<file path="config.mk">
export PLATFORM = sky130hd
export DESIGN_NAME = rgb_led_effect_renderer
export DESIGN_NICKNAME = d
export VERILOG_FILES = /design/src/design/rle_pkg.sv /design/src/design/rle_div.sv /design/src/design/rle_datapath.sv /design/src/design/rle_ctrl.sv /design/src/design/rgb_led_effect_renderer.sv
export SDC_FILE = /design/constraint.sdc
export NUM_CORES = 2
export LEC_CHECK = 0
export ABC_AREA = 1
export ABC_CLOCK_PERIOD_IN_PS = 17400
export BUFFER_PORTS_ARGS = -buffer_cell sky130_fd_sc_hd__buf_2
export CAP_MARGIN = 20
export CORE_MARGIN = 2
export CORE_UTILIZATION = 55
export CTS_CLUSTER_SIZE = 16
export DETAILED_ROUTE_END_ITERATION = 10
export PLACE_DENSITY = 0.71
export SYNTH_ARGS = -nofsm -noshare
export SYNTH_HDL_FRONTEND = slang
export SYNTH_HIERARCHICAL = 1
export SYNTH_SLANG_ARGS = --single-unit
</file>
<file path="constraint.sdc">
create_clock -name clock -period 17.4 [get_ports clock]
set_input_delay 3.48 -clock clock [delete_from_list [all_inputs] [get_ports clock]]
set_output_delay 3.48 -clock clock [all_outputs]
set_load 0.02 [all_outputs]
</file>
<file path="src/design/rle_pkg.sv">
// Shared types, constants and color arithmetic for the RGB LED effect renderer.
// No dependencies; every other design file imports this package.
package rle_pkg;

   localparam int SINE_STEPS = 256;
   localparam int DIV_W = 32;
   localparam int DIVS_W = 16;

   localparam logic [2:0] MODE_STATIC   = 3'd0;
   localparam logic [2:0] MODE_BREATH   = 3'd1;
   localparam logic [2:0] MODE_FLOW     = 3'd2;
   localparam logic [2:0] MODE_FLOW_REV = 3'd3;
   localparam logic [2:0] MODE_BLINK    = 3'd4;
   localparam logic [2:0] MODE_RAINBOW  = 3'd5;

   localparam logic [2:0] REG_MODE     = 3'd0;
   localparam logic [2:0] REG_PERIOD   = 3'd1;
   localparam logic [2:0] REG_DURATION = 3'd2;
   localparam logic [2:0] REG_EFF_BRI  = 3'd3;
   localparam logic [2:0] REG_BASE     = 3'd4;
   localparam logic [2:0] REG_START    = 3'd5;
   localparam logic [2:0] REG_COUNT    = 3'd6;
   localparam logic [2:0] REG_GLB_BRI  = 3'd7;

   typedef struct packed {
      logic [2:0]  effect_mode;
      logic [15:0] cycle_len;
      logic [15:0] life_len;
      logic [7:0]  effect_brightness;
      logic [23:0] base_color;
      logic [5:0]  range_start;
      logic [6:0]  range_count;
      logic [7:0]  master_level;
   } cfg_type;

   typedef struct packed {
      logic [9:0] tick_ms;
      logic       restart;
   } req_type;

   typedef struct packed {
      logic [5:0]  pixel_num;
      logic [23:0] led_color;
      logic        last;
   } rsp_type;

   typedef enum logic [3:0] {
      S_IDLE, S_UPDATE, S_MOD_WAIT, S_FDIV_GO, S_FDIV_WAIT, S_RDIV_GO, S_RDIV_WAIT,
      S_PREP, S_SOLID1, S_SOLID2, S_LED_A, S_LED_B, S_LED_C
   } state_type;

   typedef enum logic [1:0] {DIV_MOD, DIV_FRAME, DIV_RANGE} div_sel_type;

   typedef struct packed {
      logic        load_tick;
      logic        update;
      logic        div_start;
      div_sel_type div_sel;
      logic        phase_load;
      logic        q_load;
      logic        r_load;
      logic        prep;
      logic        solid1;
      logic        solid2;
      logic        led_a;
      logic        led_b;
      logic        led_c;
   } cmd_type;

   typedef struct packed {
      logic div_done;
      logic will_mod;
      logic is_rainbow;
      logic out_free;
      logic led_last;
   } sts_type;

   function automatic logic [7:0] scale_ch(input logic [7:0] ch, input logic [7:0] b);
      logic [16:0] x;
      logic [16:0] y;
      x = 17'(ch * b);
      y = x + (x >> 8) + 17'd1;
      return y[15:8];
   endfunction

   function automatic logic [23:0] scale_color(input logic [23:0] c, input logic [7:0] b);
      return {scale_ch(c[23:16], b), scale_ch(c[15:8], b), scale_ch(c[7:0], b)};
   endfunction

   function automatic logic [16:0] quarter_sine(input logic [6:0] j);
      logic [16:0] v;
      case (j)
         7'd0: v = 17'd0;         7'd1: v = 17'd1608;      7'd2: v = 17'd3216;
         7'd3: v = 17'd4821;      7'd4: v = 17'd6424;      7'd5: v = 17'd8022;
         7'd6: v = 17'd9616;      7'd7: v = 17'd11204;     7'd8: v = 17'd12785;
         7'd9: v = 17'd14359;     7'd10: v = 17'd15924;    7'd11: v = 17'd17479;
         7'd12: v = 17'd19024;    7'd13: v = 17'd20557;    7'd14: v = 17'd22078;
         7'd15: v = 17'd23586;    7'd16: v = 17'd25080;    7'd17: v = 17'd26558;
         7'd18: v = 17'd28020;    7'd19: v = 17'd29466;    7'd20: v = 17'd30893;
         7'd21: v = 17'd32303;    7'd22: v = 17'd33692;    7'd23: v = 17'd35062;
         7'd24: v = 17'd36410;    7'd25: v = 17'd37736;    7'd26: v = 17'd39040;
         7'd27: v = 17'd40320;    7'd28: v = 17'd41576;    7'd29: v = 17'd42806;
         7'd30: v = 17'd44011;    7'd31: v = 17'd45190;    7'd32: v = 17'd46341;
         7'd33: v = 17'd47464;    7'd34: v = 17'd48559;    7'd35: v = 17'd49624;
         7'd36: v = 17'd50660;    7'd37: v = 17'd51665;    7'd38: v = 17'd52639;
         7'd39: v = 17'd53581;    7'd40: v = 17'd54491;    7'd41: v = 17'd55368;
         7'd42: v = 17'd56212;    7'd43: v = 17'd57022;    7'd44: v = 17'd57797;
         7'd45: v = 17'd58538;    7'd46: v = 17'd59243;    7'd47: v = 17'd59913;
         7'd48: v = 17'd60547;    7'd49: v = 17'd61144;    7'd50: v = 17'd61705;
         7'd51: v = 17'd62228;    7'd52: v = 17'd62714;    7'd53: v = 17'd63162;
         7'd54: v = 17'd63572;    7'd55: v = 17'd63943;    7'd56: v = 17'd64277;
         7'd57: v = 17'd64571;    7'd58: v = 17'd64827;    7'd59: v = 17'd65043;
         7'd60: v = 17'd65220;    7'd61: v = 17'd65358;    7'd62: v = 17'd65457;
         7'd63: v = 17'd65516;    7'd64: v = 17'd65536;
         default: v = 17'd0;
      endcase
      return v;
   endfunction

   function automatic logic [7:0] breath_level(input logic [7:0] k);
      logic [16:0] mag;
      logic [17:0] num;
      logic [25:0] prod;
      mag = k[6] ? quarter_sine(7'd64 - {1'b0, k[5:0]}) : quarter_sine({1'b0, k[5:0]});
      num = k[7] ? (18'd65536 - {1'b0, mag}) : (18'd65536 + {1'b0, mag});
      prod = 26'(num * 8'd255);
      return prod[24:17];
   endfunction

   function automatic logic [23:0] rainbow_color(input logic [16:0] hue);
      logic [19:0] h;
      logic [3:0]  sec;
      logic [15:0] f;
      logic [23:0] up_p;
      logic [24:0] dn_p;
      logic [7:0]  up;
      logic [7:0]  dn;
      logic [23:0] c;
      h = 20'(hue * 3'd6);
      sec = h[19:16];
      if (sec >= 4'd6) sec = sec - 4'd6;
      f = h[15:0];
      up_p = 24'(f * 8'd255);
      dn_p = 25'((17'd65536 - {1'b0, f}) * 8'd255);
      up = up_p[23:16];
      dn = dn_p[23:16];
      case (sec)
         4'd0: c = {8'd255, up, 8'd0};
         4'd1: c = {dn, 8'd255, 8'd0};
         4'd2: c = {8'd0, 8'd255, up};
         4'd3: c = {8'd0, dn, 8'd255};
         4'd4: c = {up, 8'd0, 8'd255};
         default: c = {8'd255, 8'd0, dn};
      endcase
      return c;
   endfunction

endpackage

</file>
<file path="src/design/rle_div.sv">
// Restoring divider, one quotient bit per cycle, for the LED effect renderer.
// Depends on rle_pkg.
module rle_div
   import rle_pkg::*;
(
   input  logic              clock,
   input  logic              reset,
   input  logic              start,
   input  logic [DIV_W-1:0]  dividend,
   input  logic [DIVS_W-1:0] divisor,
   output logic              done,
   output logic [DIV_W-1:0]  quotient,
   output logic [DIVS_W-1:0] remainder
);

   logic [DIV_W-1:0]  dq_ff, dq_in;
   logic [DIVS_W-1:0] rem_ff, rem_in;
   logic [DIVS_W-1:0] dvs_ff, dvs_in;
   logic [4:0]        cnt_ff, cnt_in;
   logic              busy_ff, busy_in;
   logic              done_ff, done_in;
   logic [DIVS_W:0]   trial;
   logic              qbit;

   always_comb begin
      dq_in = dq_ff;
      rem_in = rem_ff;
      dvs_in = dvs_ff;
      cnt_in = cnt_ff;
      busy_in = busy_ff;
      done_in = 1'b0;
      trial = {rem_ff, dq_ff[DIV_W-1]};
      qbit = trial >= {1'b0, dvs_ff};
      if (start) begin
         dq_in = dividend;
         rem_in = '0;
         dvs_in = divisor;
         cnt_in = '0;
         busy_in = 1'b1;
      end else if (busy_ff) begin
         rem_in = qbit ? DIVS_W'(trial - {1'b0, dvs_ff}) : trial[DIVS_W-1:0];
         dq_in = {dq_ff[DIV_W-2:0], qbit};
         cnt_in = cnt_ff + 5'd1;
         if (cnt_ff == 5'(DIV_W - 1)) begin
            busy_in = 1'b0;
            done_in = 1'b1;
         end
      end
   end

   always_ff @(posedge clock) begin
      dq_ff <= dq_in;
      rem_ff <= rem_in;
      dvs_ff <= dvs_in;
      cnt_ff <= cnt_in;
      if (reset) begin
         busy_ff <= 1'b0;
         done_ff <= 1'b0;
      end else begin
         busy_ff <= busy_in;
         done_ff <= done_in;
      end
   end

   assign done = done_ff;
   assign quotient = dq_ff;
   assign remainder = rem_ff;

endmodule

</file>
<file path="src/design/rle_datapath.sv">
// Datapath of the LED effect renderer: time state, divider, color and output registers.
// Depends on rle_pkg and rle_div; driven by rle_ctrl commands.
module rle_datapath
   import rle_pkg::*;
#(
   parameter int NUM_LEDS = 16
) (
   input  logic    clock,
   input  logic    reset,
   input  cfg_type cfg,
   input  req_type req_data,
   input  cmd_type cmd,
   output sts_type sts,
   output logic    rsp_valid,
   input  logic    rsp_ready,
   output rsp_type rsp_data
);

   localparam logic [6:0] NLEDS = 7'(NUM_LEDS);

   logic [9:0]  tick_ff;
   logic [15:0] phase_ff, el_ff;
   logic        fin_ff;
   logic [16:0] q_ff, q0_ff, o_ff;
   logic [6:0]  r0_ff, rem_ff;
   logic [7:0]  inten_ff, lit_ff;
   logic [23:0] solid_ff, col_ff;
   logic [5:0]  led_ff;
   logic        out_valid_ff;
   rsp_type     rsp_ff;

   logic [6:0]        start_c, count_c;
   logic [7:0]        end_sum;
   logic [15:0]       period_eff;
   logic [16:0]       el_sum;
   logic [15:0]       el_sat;
   logic              fin_set;
   logic              in_range;
   logic              div_start;
   logic [DIV_W-1:0]  dvd;
   logic [DIVS_W-1:0] dvs;
   logic              div_done;
   logic [DIV_W-1:0]  div_q;
   logic [DIVS_W-1:0] div_r;
   logic [31:0]       step_k;
   logic [17:0]       hue_sum;
   logic [16:0]       hue;
   logic [23:0]       raw;
   logic [7:0]        rsum;
   logic              last_c;

   always_comb begin
      start_c = ({1'b0, cfg.range_start} >= NLEDS) ? 7'd0 : {1'b0, cfg.range_start};
      end_sum = {1'b0, start_c} + {1'b0, cfg.range_count};
      count_c = (end_sum > {1'b0, NLEDS}) ? (NLEDS - start_c) : cfg.range_count;
      if (count_c == 7'd0) count_c = NLEDS;
      period_eff = (cfg.cycle_len == 16'd0) ? 16'd1 : cfg.cycle_len;
      el_sum = {1'b0, el_ff} + {7'd0, tick_ff};
      el_sat = el_sum[16] ? 16'hFFFF : el_sum[15:0];
      fin_set = (cfg.life_len != 16'd0) && (el_sat >= cfg.life_len);
      in_range = ({2'b0, led_ff} >= {1'b0, start_c})
               && ({2'b0, led_ff} < ({1'b0, start_c} + {1'b0, count_c}));
      last_c = {1'b0, led_ff} == (NLEDS - 7'd1);
   end

   always_comb begin
      dvs = period_eff;
      dvd = '0;
      unique case (cmd.div_sel)
         DIV_MOD: dvd = DIV_W'({1'b0, phase_ff} + {7'd0, tick_ff});
         DIV_RANGE: begin
            dvd = DIV_W'(32'd65536);
            dvs = {9'd0, count_c};
         end
         DIV_FRAME: begin
            case (cfg.effect_mode)
               MODE_BREATH:   dvd = DIV_W'(phase_ff * SINE_STEPS);
               MODE_FLOW:     dvd = DIV_W'(phase_ff * count_c);
               MODE_FLOW_REV: dvd = DIV_W'((period_eff - phase_ff) * count_c);
               MODE_RAINBOW:  dvd = {phase_ff, 16'd0};
               default:       dvd = '0;
            endcase
         end
         default: dvd = '0;
      endcase
   end

   assign div_start = cmd.div_start;

   rle_div u_div (
      .clock     (clock),
      .reset     (reset),
      .start     (div_start),
      .dividend  (dvd),
      .divisor   (dvs),
      .done      (div_done),
      .quotient  (div_q),
      .remainder (div_r)
   );

   always_comb begin
      step_k = (32'(q_ff) * 32'd256) / SINE_STEPS;
      hue_sum = {2'b0, q_ff[15:0]} + {1'b0, o_ff};
      hue = (hue_sum > 18'd65536) ? 17'(hue_sum - 18'd65536) : hue_sum[16:0];
      raw = '0;
      if (!fin_ff && in_range) begin
         case (cfg.effect_mode) inside
            MODE_RAINBOW: raw = rainbow_color(hue);
            MODE_FLOW, MODE_FLOW_REV: raw = ({2'b0, led_ff} == lit_ff) ? solid_ff : 24'd0;
            MODE_STATIC, MODE_BREATH, MODE_BLINK: raw = solid_ff;
            default: raw = '0;
         endcase
      end
      rsum = {1'b0, rem_ff} + {1'b0, r0_ff};
   end

   always_ff @(posedge clock) begin
      if (cmd.load_tick) tick_ff <= req_data.tick_ms;
      if (cmd.q_load) q_ff <= div_q[16:0];
      if (cmd.r_load) begin
         q0_ff <= div_q[16:0];
         r0_ff <= div_r[6:0];
      end
      if (cmd.prep) begin
         inten_ff <= (cfg.effect_mode == MODE_BREATH) ? breath_level(step_k[7:0]) : 8'd255;
         lit_ff <= {1'b0, start_c} + q_ff[7:0];
         o_ff <= '0;
         rem_ff <= '0;
      end
      if (cmd.solid1) solid_ff <= scale_color(cfg.base_color, inten_ff);
      if (cmd.solid2) begin
         if (cfg.effect_mode == MODE_BLINK && !(phase_ff < (period_eff >> 1)))
            solid_ff <= '0;
         else
            solid_ff <= scale_color(solid_ff, cfg.effect_brightness);
      end
      if (cmd.led_a) col_ff <= raw;
      if (cmd.led_b) col_ff <= scale_color(col_ff, cfg.effect_brightness);
      if (cmd.led_c) begin
         rsp_ff.pixel_num <= led_ff;
         rsp_ff.led_color <= scale_color(col_ff, cfg.master_level);
         rsp_ff.last <= last_c;
         if (in_range) begin
            if (rsum >= {1'b0, count_c}) begin
               rem_ff <= 7'(rsum - {1'b0, count_c});
               o_ff <= o_ff + q0_ff + 17'd1;
            end else begin
               rem_ff <= rsum[6:0];
               o_ff <= o_ff + q0_ff;
            end
         end
      end
      if (reset) begin
         phase_ff <= '0;
         el_ff <= '0;
         fin_ff <= 1'b0;
         led_ff <= '0;
         out_valid_ff <= 1'b0;
      end else begin
         if (cmd.load_tick && req_data.restart) begin
            phase_ff <= '0;
            el_ff <= '0;
            fin_ff <= 1'b0;
         end
         if (cmd.update && !fin_ff) begin
            el_ff <= el_sat;
            fin_ff <= fin_set;
         end
         if (cmd.phase_load) phase_ff <= div_r;
         if (cmd.prep) led_ff <= '0;
         if (cmd.led_c) led_ff <= last_c ? 6'd0 : led_ff + 6'd1;
         if (cmd.led_c) out_valid_ff <= 1'b1;
         else if (rsp_ready) out_valid_ff <= 1'b0;
      end
   end

   assign sts.div_done = div_done;
   assign sts.will_mod = !fin_ff && !fin_set;
   assign sts.is_rainbow = cfg.effect_mode == MODE_RAINBOW;
   assign sts.out_free = !out_valid_ff || rsp_ready;
   assign sts.led_last = last_c;
   assign rsp_valid = out_valid_ff;
   assign rsp_data = rsp_ff;

endmodule

</file>
<file path="src/design/rle_ctrl.sv">
// Sequencer of the LED effect renderer: tick update, divisions, frame walk.
// Depends on rle_pkg; commands rle_datapath.
module rle_ctrl
   import rle_pkg::*;
(
   input  logic    clock,
   input  logic    reset,
   input  logic    req_valid,
   output logic    req_ready,
   input  sts_type sts,
   output cmd_type cmd
);

   state_type state_ff, state_in;

   always_ff @(posedge clock) begin
      if (reset) state_ff <= S_IDLE;
      else state_ff <= state_in;
   end

   always_comb begin
      state_in = state_ff;
      cmd = '0;
      cmd.div_sel = DIV_FRAME;
      req_ready = 1'b0;
      unique case (state_ff)
         S_IDLE: begin
            req_ready = 1'b1;
            if (req_valid) begin
               cmd.load_tick = 1'b1;
               state_in = S_UPDATE;
            end
         end
         S_UPDATE: begin
            cmd.update = 1'b1;
            if (sts.will_mod) begin
               cmd.div_start = 1'b1;
               cmd.div_sel = DIV_MOD;
               state_in = S_MOD_WAIT;
            end else begin
               state_in = S_FDIV_GO;
            end
         end
         S_MOD_WAIT: begin
            if (sts.div_done) begin
               cmd.phase_load = 1'b1;
               state_in = S_FDIV_GO;
            end
         end
         S_FDIV_GO: begin
            cmd.div_start = 1'b1;
            state_in = S_FDIV_WAIT;
         end
         S_FDIV_WAIT: begin
            if (sts.div_done) begin
               cmd.q_load = 1'b1;
               state_in = sts.is_rainbow ? S_RDIV_GO : S_PREP;
            end
         end
         S_RDIV_GO: begin
            cmd.div_start = 1'b1;
            cmd.div_sel = DIV_RANGE;
            state_in = S_RDIV_WAIT;
         end
         S_RDIV_WAIT: begin
            if (sts.div_done) begin
               cmd.r_load = 1'b1;
               state_in = S_PREP;
            end
         end
         S_PREP: begin
            cmd.prep = 1'b1;
            state_in = S_SOLID1;
         end
         S_SOLID1: begin
            cmd.solid1 = 1'b1;
            state_in = S_SOLID2;
         end
         S_SOLID2: begin
            cmd.solid2 = 1'b1;
            state_in = S_LED_A;
         end
         S_LED_A: begin
            cmd.led_a = 1'b1;
            state_in = S_LED_B;
         end
         S_LED_B: begin
            cmd.led_b = sts.is_rainbow;
            state_in = S_LED_C;
         end
         S_LED_C: begin
            if (sts.out_free) begin
               cmd.led_c = 1'b1;
               state_in = sts.led_last ? S_IDLE : S_LED_A;
            end
         end
         default: state_in = S_IDLE;
      endcase
   end

endmodule

</file>
<file path="src/design/rgb_led_effect_renderer.sv">
// Top level of the RGB LED effect renderer: register file, sequencer and datapath.
// Depends on rle_pkg, rle_ctrl, rle_datapath (and rle_div below it).
//
//   port group  direction  handshake               payload
//   req_        in         req_valid / req_ready   req_data (tick_ms, restart)
//   rsp_        out        rsp_valid / rsp_ready   rsp_data (pixel_num, led_color, last)
//   APB         in         psel, penable, pready   paddr, pwdata, prdata
//
// One tick transaction runs the 32-step serial divider for the phase modulo, the frame quotient
// and, in rainbow mode, the rainbow step; the phase modulo is skipped once the elapsed time has
// reached the lifetime. The divider sets most of the time a transaction takes.
// A new tick transaction is taken once the last LED color is in the output register.
// A stalled rsp_ready holds the walk at the next LED. Reset is synchronous and returns
// registers to their defaults and the phase, elapsed time and finished mark to zero.
module rgb_led_effect_renderer
   import rle_pkg::*;
#(
   parameter int NUM_LEDS = 16
) (
   input  logic        clock,
   input  logic        reset,
   input  logic        req_valid,
   output logic        req_ready,
   input  req_type     req_data,
   output logic        rsp_valid,
   input  logic        rsp_ready,
   output rsp_type     rsp_data,
   input  logic        psel,
   input  logic        penable,
   input  logic        pwrite,
   input  logic [4:0]  paddr,
   input  logic [31:0] pwdata,
   output logic [31:0] prdata,
   output logic        pready
);

   cfg_type    cfg_ff, cfg_in;
   cmd_type    cmd;
   sts_type    sts;
   logic [2:0] reg_idx;
   logic       wr_en;

   assign pready = 1'b1;
   assign reg_idx = paddr[4:2];
   assign wr_en = psel && penable && pwrite && pready;

   always_comb begin
      cfg_in = cfg_ff;
      if (wr_en) begin
         unique case (reg_idx)
            REG_MODE:     cfg_in.effect_mode = pwdata[2:0];
            REG_PERIOD:   cfg_in.cycle_len = pwdata[15:0];
            REG_DURATION: cfg_in.life_len = pwdata[15:0];
            REG_EFF_BRI:  cfg_in.effect_brightness = pwdata[7:0];
            REG_BASE:     cfg_in.base_color = pwdata[23:0];
            REG_START:    cfg_in.range_start = pwdata[5:0];
            REG_COUNT:    cfg_in.range_count = pwdata[6:0];
            REG_GLB_BRI:  cfg_in.master_level = pwdata[7:0];
            default:      cfg_in = cfg_ff;
         endcase
      end
   end

   always_comb begin
      unique case (reg_idx)
         REG_MODE:     prdata = {29'd0, cfg_ff.effect_mode};
         REG_PERIOD:   prdata = {16'd0, cfg_ff.cycle_len};
         REG_DURATION: prdata = {16'd0, cfg_ff.life_len};
         REG_EFF_BRI:  prdata = {24'd0, cfg_ff.effect_brightness};
         REG_BASE:     prdata = {8'd0, cfg_ff.base_color};
         REG_START:    prdata = {26'd0, cfg_ff.range_start};
         REG_COUNT:    prdata = {25'd0, cfg_ff.range_count};
         REG_GLB_BRI:  prdata = {24'd0, cfg_ff.master_level};
         default:      prdata = '0;
      endcase
   end

   always_ff @(posedge clock) begin
      if (reset) begin
         cfg_ff.effect_mode <= MODE_STATIC;
         cfg_ff.cycle_len <= 16'd1000;
         cfg_ff.life_len <= 16'd0;
         cfg_ff.effect_brightness <= 8'd255;
         cfg_ff.base_color <= 24'hFFFFFF;
         cfg_ff.range_start <= 6'd0;
         cfg_ff.range_count <= 7'd0;
         cfg_ff.master_level <= 8'd255;
      end else begin
         cfg_ff <= cfg_in;
      end
   end

   rle_ctrl u_ctrl (
      .clock     (clock),
      .reset     (reset),
      .req_valid (req_valid),
      .req_ready (req_ready),
      .sts       (sts),
      .cmd       (cmd)
   );

   rle_datapath #(
      .NUM_LEDS (NUM_LEDS)
   ) u_datapath (
      .clock     (clock),
      .reset     (reset),
      .cfg       (cfg_ff),
      .req_data  (req_data),
      .cmd       (cmd),
      .sts       (sts),
      .rsp_valid (rsp_valid),
      .rsp_ready (rsp_ready),
      .rsp_data  (rsp_data)
   );

endmodule

</file>
# Word-level counts from Yosys, hierarchy flattened
# Memory sizes are Yosys's and may differ from the RTL's. A register that Yosys moved wholly into a read port is not among the register bits.
# Cells that the tools add are included.
# Widths: inputs -> output; s select.
# totals
out_inout_bits	66
elab_cells	271
inputBits	55
regBits	372
rom_bits	3200
n_memories	2
# memory_table
name	depth	word_bits	read_ports	rd_ports_with_merged_regs	write_ports	line	source
(name not given)	128	17	1	0	0	rle_pkg.sv:92	case (j)
(name not given)	64	16	1	1	0	rle_pkg.sv:92	
# op_classes
mul	18
bitwise_logic	1
magnitude_cmp	10
reduce_logical	42
eq_ne	38
n_addsub	45
mux	81
# op_table
op	count
$pmux 32 s8	1
$mux 24	10
$add 16x1->16 const B	12
$add 16x8->16	12
$mul 8x8->16	12
$mux 17	8
$pmux 32 s4	1
$pmux 24 s5	1
$mux 16	6
$pmux 32 s3	1
$mux 32	2
$pmux 4 s13	1
$mux 7	7
$mux 4	9
$add 16x10->17	2
$mul 32x7->32	1
$mux 6	5
$mul 18x8->25 const B	1
$mul 25x8->24 const B	1
$add 7x7->8	3
$mux 1	24
$mul 15x8->23 const B	1
$mul 16x7->23	1
$eq 4x3->1 const B	5
other kinds (60)	108

# Longest topological paths before layout
# logic_depth
word_depth	18
depth_mapped	55

# Modules after synthesis
# The synthesis kept the hierarchy.
# by_module_without_submodules
module	seq_area_each_um2	cells_each	area_per_inst_um2	n_inst
rle_datapath	5955.7	8781	63898.8	1
rgb_led_effect_renderer	1761.7	587	4102.7	1
rle_div	1901.8	508	3980.1	1
rle_ctrl	80.1	82	429.2	1

# Least setup slack after synthesis
# Ideal clock, no wire load.
# synth_path
kind	flip-flop to flip-flop
start	reg u_datapath.q_ff[0]
end	reg u_datapath.col_ff[7] (data pin)
t_required_ps	17144
setup_ps	256
path_slack_ps	8911
path_stages_with_launch	46
t_arrival_ps	8233
cell_sequence	edfxtp_1 -> ha_1 -> fa_1 -> ha_1 -> inv_1 -> fa_1 -> nor2_1 -> a211oi_1 -> nor2_1 -> nand3_1 -> nand2_1 -> nand3_1 -> nand2_1 -> xor2_1 -> inv_1 -> ha_1 -> nand4_1 -> inv_1 -> (+10 left out) -> inv_1 -> fa_1 -> inv_1 -> ha_1 -> nand2_1 -> inv_1 -> and3_1 -> o31ai_1 -> nand3_1 -> a21o_1 -> xor2_1 -> nand3b_1 -> nand2_1 -> nand2_1 -> nand2_1 -> nand2_1 -> nand2_1 -> nand2_1
# synth_via
elab_chain_cells	14
# synth_lines
item	line	source
start, declared	rle_datapath.sv:24	logic [16:0] q_ff, q0_ff, o_ff;
start signal, assigned	rle_datapath.sv:119	if (cmd.q_load) q_ff <= div_q[16:0];
$add 16x17->18 *	rle_datapath.sv:103	hue_sum = {2'b0, q_ff[15:0]} + {1'b0, o_ff};
$sub 17x17->17 or $gt 18x17->1 (tied branches)	rle_datapath.sv:104	hue = (hue_sum > 18'd65536) ? 17'(hue_sum - 18'd65536) : hue_sum[16:0];
$mux 17 *	rle_datapath.sv:104	
$mul 17x2->19 *	rle_pkg.sv:139	h = 20'(hue * 3'd6);
parallel branches: the longest is 5 deep, another holds $mul 25x8->24	--	
$pmux 24 s5 *	rle_pkg.sv:147	case (sec)
$mux 24 *	rle_datapath.sv:107	case (cfg.effect_mode) inside
$mux 24 *	rle_datapath.sv:106	if (!fin_ff && in_range) begin
$mux 24 *	rle_datapath.sv:137	if (cmd.led_a) col_ff <= raw;
$mux 24 *	rle_datapath.sv:138	if (cmd.led_b) col_ff <= scale_color(col_ff, cfg.effect_brightness);
end signal, assigned	rle_datapath.sv:137	
end signal, assigned	rle_datapath.sv:138	
end, declared	rle_datapath.sv:27	logic [23:0] solid_ff, col_ff;
# Mark *: on every way between the ends. The select of a mux whose other input is x is not followed.
# A chain may end at the register's enable or synchronous reset.

# Worst setup path in the final report
# layout_path
start	reg u_datapath.q_ff[0]
end	reg u_datapath.col_ff[23] (data pin)
# The elaborated chain is that of the path after synthesis.

==> results.json <==
{
  "final_area_um2": 76100,
  "synth-compound-area-share_pct": 9.30,
  "grt_max_degree": 89,
  "period_share_pct": 59.8,
  "rr_startpoint": "u_datapath/q_ff[0]",
  "clockBufferDepth": 3,
  "power_density_nw_per_um2": 160,
  "crit_path_max_incr_delay_ns": 0.84,
  "cts_sinks": 388,
  "synth-seq-cells": 388,
  "cpMostUsedCell": "inv_1",
  "die_h_um": 367,
  "syn_area_per_cell_um2": 7.27,
  "overflow": 0,
  "synth_simple_gate_area_share_pct": 21.5,
  "grt.total_usage_pct": 29.6,
  "setup-violations-final": 0,
  "hold_viol": 0,
  "place_congestion": 0.957,
  "antenna_found_initial": 8,
  "synth_top_family_by_area": "adder cells",
  "drv_slew": 0,
  "placed_cell_area_um2": 74500,
  "hold_depth": 2,
  "grt_pass1_wl_um": 324000,
  "netlist_instances": 9958,
  "relSlewSlack_pct": 17.4,
  "cp-start-kind": "register",
  "ys_top_cells_by_count": "nand2_1, inv_1, ha_1",
  "ys_types": 68,
  "crit_fanout": 18,
  "synth_ff_type": "dfxtp_1",
  "ff2ff_setup_slack_ns": 7.00,
  "worst_pin_slew_ns": 1.23,
  "synthXorXnorAreaFrac_pct": 3.43,
  "drcViolationCount": 0,
  "core_um2": 131000,
  "synth.yosys.warnings": 6,
  "rows": 133,
  "yosysMostFrequentCell": "nand2_1",
  "r2r-end": "u_datapath/col_ff[23]",
  "skew_ns": 0.0541,
  "ff2ff_path_depth": 44,
  "port-buffer-count": 101,
  "async_flop_share_pct": 0,
  "worstPathArrival_ns": 10.84,
  "synth.largest_area_cell": "fa_1",
  "clock.fmax_mhz": 96.1,
  "synth-edff-count": 193,
  "layout-drive-gt1-share_pct": 4.64,
  "cts_inserted_buffers": 49,
  "drtAntennaViolNets": 0,
  "cts.hold.buffers_added": 0,
  "synth_fa_ha_area_share_pct": 38.5,
  "yosysSeqAreaShare_pct": 13.4,
  "htree_levels": 2,
  "synthesis.area_um2": 72400,
  "hpwl_um": 157000,
  "stdcell_count": 11700,
  "required_ns": 17.83,
  "cts_tree": "built",
  "post-place-cells": 11600,
  "vias": 63400,
  "clkTransAtPathRegs_ns": 0.07,
  "drt_iter0_drc": 4759,
  "cts_resized": 0,
  "final_util_pct": 58.1,
  "num_io_pins": 121,
  "clk_latency_ns": 0.67,
  "synth_mux_area_share_pct": 0,
  "cap_violations": 0,
  "grt_pass1_vias": 63100,
  "end_kind": "register",
  "die_area_um2": 135000,
  "routedWlPerCell_um": 16.9,
  "crit_slowest_cell": "fa_1",
  "start_util_pct": 55.2,
  "status": "completed",
  "cts_root_buf": "clkbuf_16",
  "yosysTopAreaCellShare_pct": 22.2,
  "setup_tns_ns": 0,
  "post-cts-setup-buffers": 0,
  "rsz0062_at_grt": "false",
  "dr.pass1.iters": 6,
  "die_x_um": 367,
  "max-vdd-ir-drop_v": 0.000647,
  "min_from": "u_datapath/el_ff[6]",
  "critical_path_class": "register to register",
  "viasPerCell": 5.42,
  "hp-class": "register to register",
  "wl_um": 198000,
  "area_growth_pct": 5.16,
  "final_nets": 11700,
  "p_leak_nw": 42.8,
  "synthTopCellsByArea": "fa_1, ha_1, nand2_1",
  "min_to": "u_datapath/el_ff[6]",
  "post-route-min-period_ns": 10.40
}
-- power by group --
part,leakage [nW],internal (mW),switching [mW]
combinational,38.6,3.45,6.46
clock,0.794,0.598,0.467
sequential,3.36,1.11,0.0952
total,42.8,5.16,7.03
-- critical path: cells and delay by family, from the launching register on --
kind / cells / cell delay, ns
AOI/OAI and AO/OA: 2 / 0.24
xor gates and xnor gates: 3 / 1.07
adders and majority gates: 10 / 4.49
buffers and inverters: 9 / 1.06
DFF: 1 / 0.35
and+or+nand+nor: 20 / 2.97
-- final cells by class --
class | instances | area (um2)
flip-flops and latches | 388 | 9710
clock buffers | 56 | 1280
multi-input cells | 7000 | 53000
repair buffers | 180 | 1100
diodes | 4 | 10.0
well taps | 1755 | 2200
clock inverters | 35 | 362
inverters | 2274 | 8540
fillers | 12400 | 55000
-- state kept, by name (all words and copies together), names as in the netlist, 17 cells and up, named ones only --
signal                     count
cfg_ff                        88
u_datapath/u_div/quotient     32
u_datapath/rsp_data           31
u_datapath/col_ff             24
u_datapath/solid_ff           24
u_datapath/o_ff               17
u_datapath/q0_ff              17
-- cells by family after synthesis --
logic type / Yosys count
other: 4
buffers and inverters: 2616
xor gates and xnor gates: 282
DFF: 388
and+or+nand+nor: 3735
AOI/OAI and AO/OA: 1185
adders and majority gates: 1748
-- cell usage in the layout (no fill, tap or decap), types with 20 or more instances in the layout --
master,count
conb_1,50
edfxtp_1,193
o211ai_1,37
clkbuf_16,49
o21bai_1,45
inv_1,2232
or2_2,48
xnor2_1,88
fa_1,803
dfxtp_1,186
nor3_1,88
nand2_1,2289
a21o_1,30
o31ai_1,25
nand3_1,407
o21ai_0,352
buf_2,101
nor2_1,659
nor2_2,35
ha_1,945
xor2_1,192
nand2_2,20
inv_2,28
a21oi_1,507
a31oi_1,24
nand4_1,93
o21ai_1,24
buf_4,79
-- worst max-delay path by stage --
stage,from,endpoint,slack (ns),depth (start not counted)
2_1_floorplan,u_datapath/q_ff[0],u_datapath/col_ff[7],8.91,45
3_5_place_dp,u_datapath/q_ff[0],u_datapath/col_ff[23],6.98,44
4_1_cts,u_datapath/q_ff[0],u_datapath/col_ff[23],7.02,44
3_3_place_gp,u_datapath/q_ff[0],u_datapath/col_ff[21],7.25,39
6_report,u_datapath/q_ff[0],u_datapath/col_ff[23],7.00,44
5_1_grt,u_datapath/q_ff[0],u_datapath/col_ff[23],6.28,44
-- layer usage --
layer | up-vias | part of all wire, % | track usage (%)
met3 | 395 | 6.9 | 3.79
met2 | 2058 | 46 | 49.2
met5 | - | 0.027 | 0
met1 | 30300 | 43 | 39.0
li1 | 30600 | - | -
met4 | 8 | 4.4 | 12.0
-- stage by stage --
step           worst slack [ns]  power (mW)  hold WS [ns]
2_1_floorplan              8.91        8.39         0.427
3_3_place_gp               7.25        10.8         0.457
3_5_place_dp               6.98        11.0         0.463
4_1_cts                    7.02        12.2         0.472
5_1_grt                    6.28        13.6         0.481
6_report                   7.00        12.2         0.472
No activity file was read; power rests on OpenSTA's default activity.
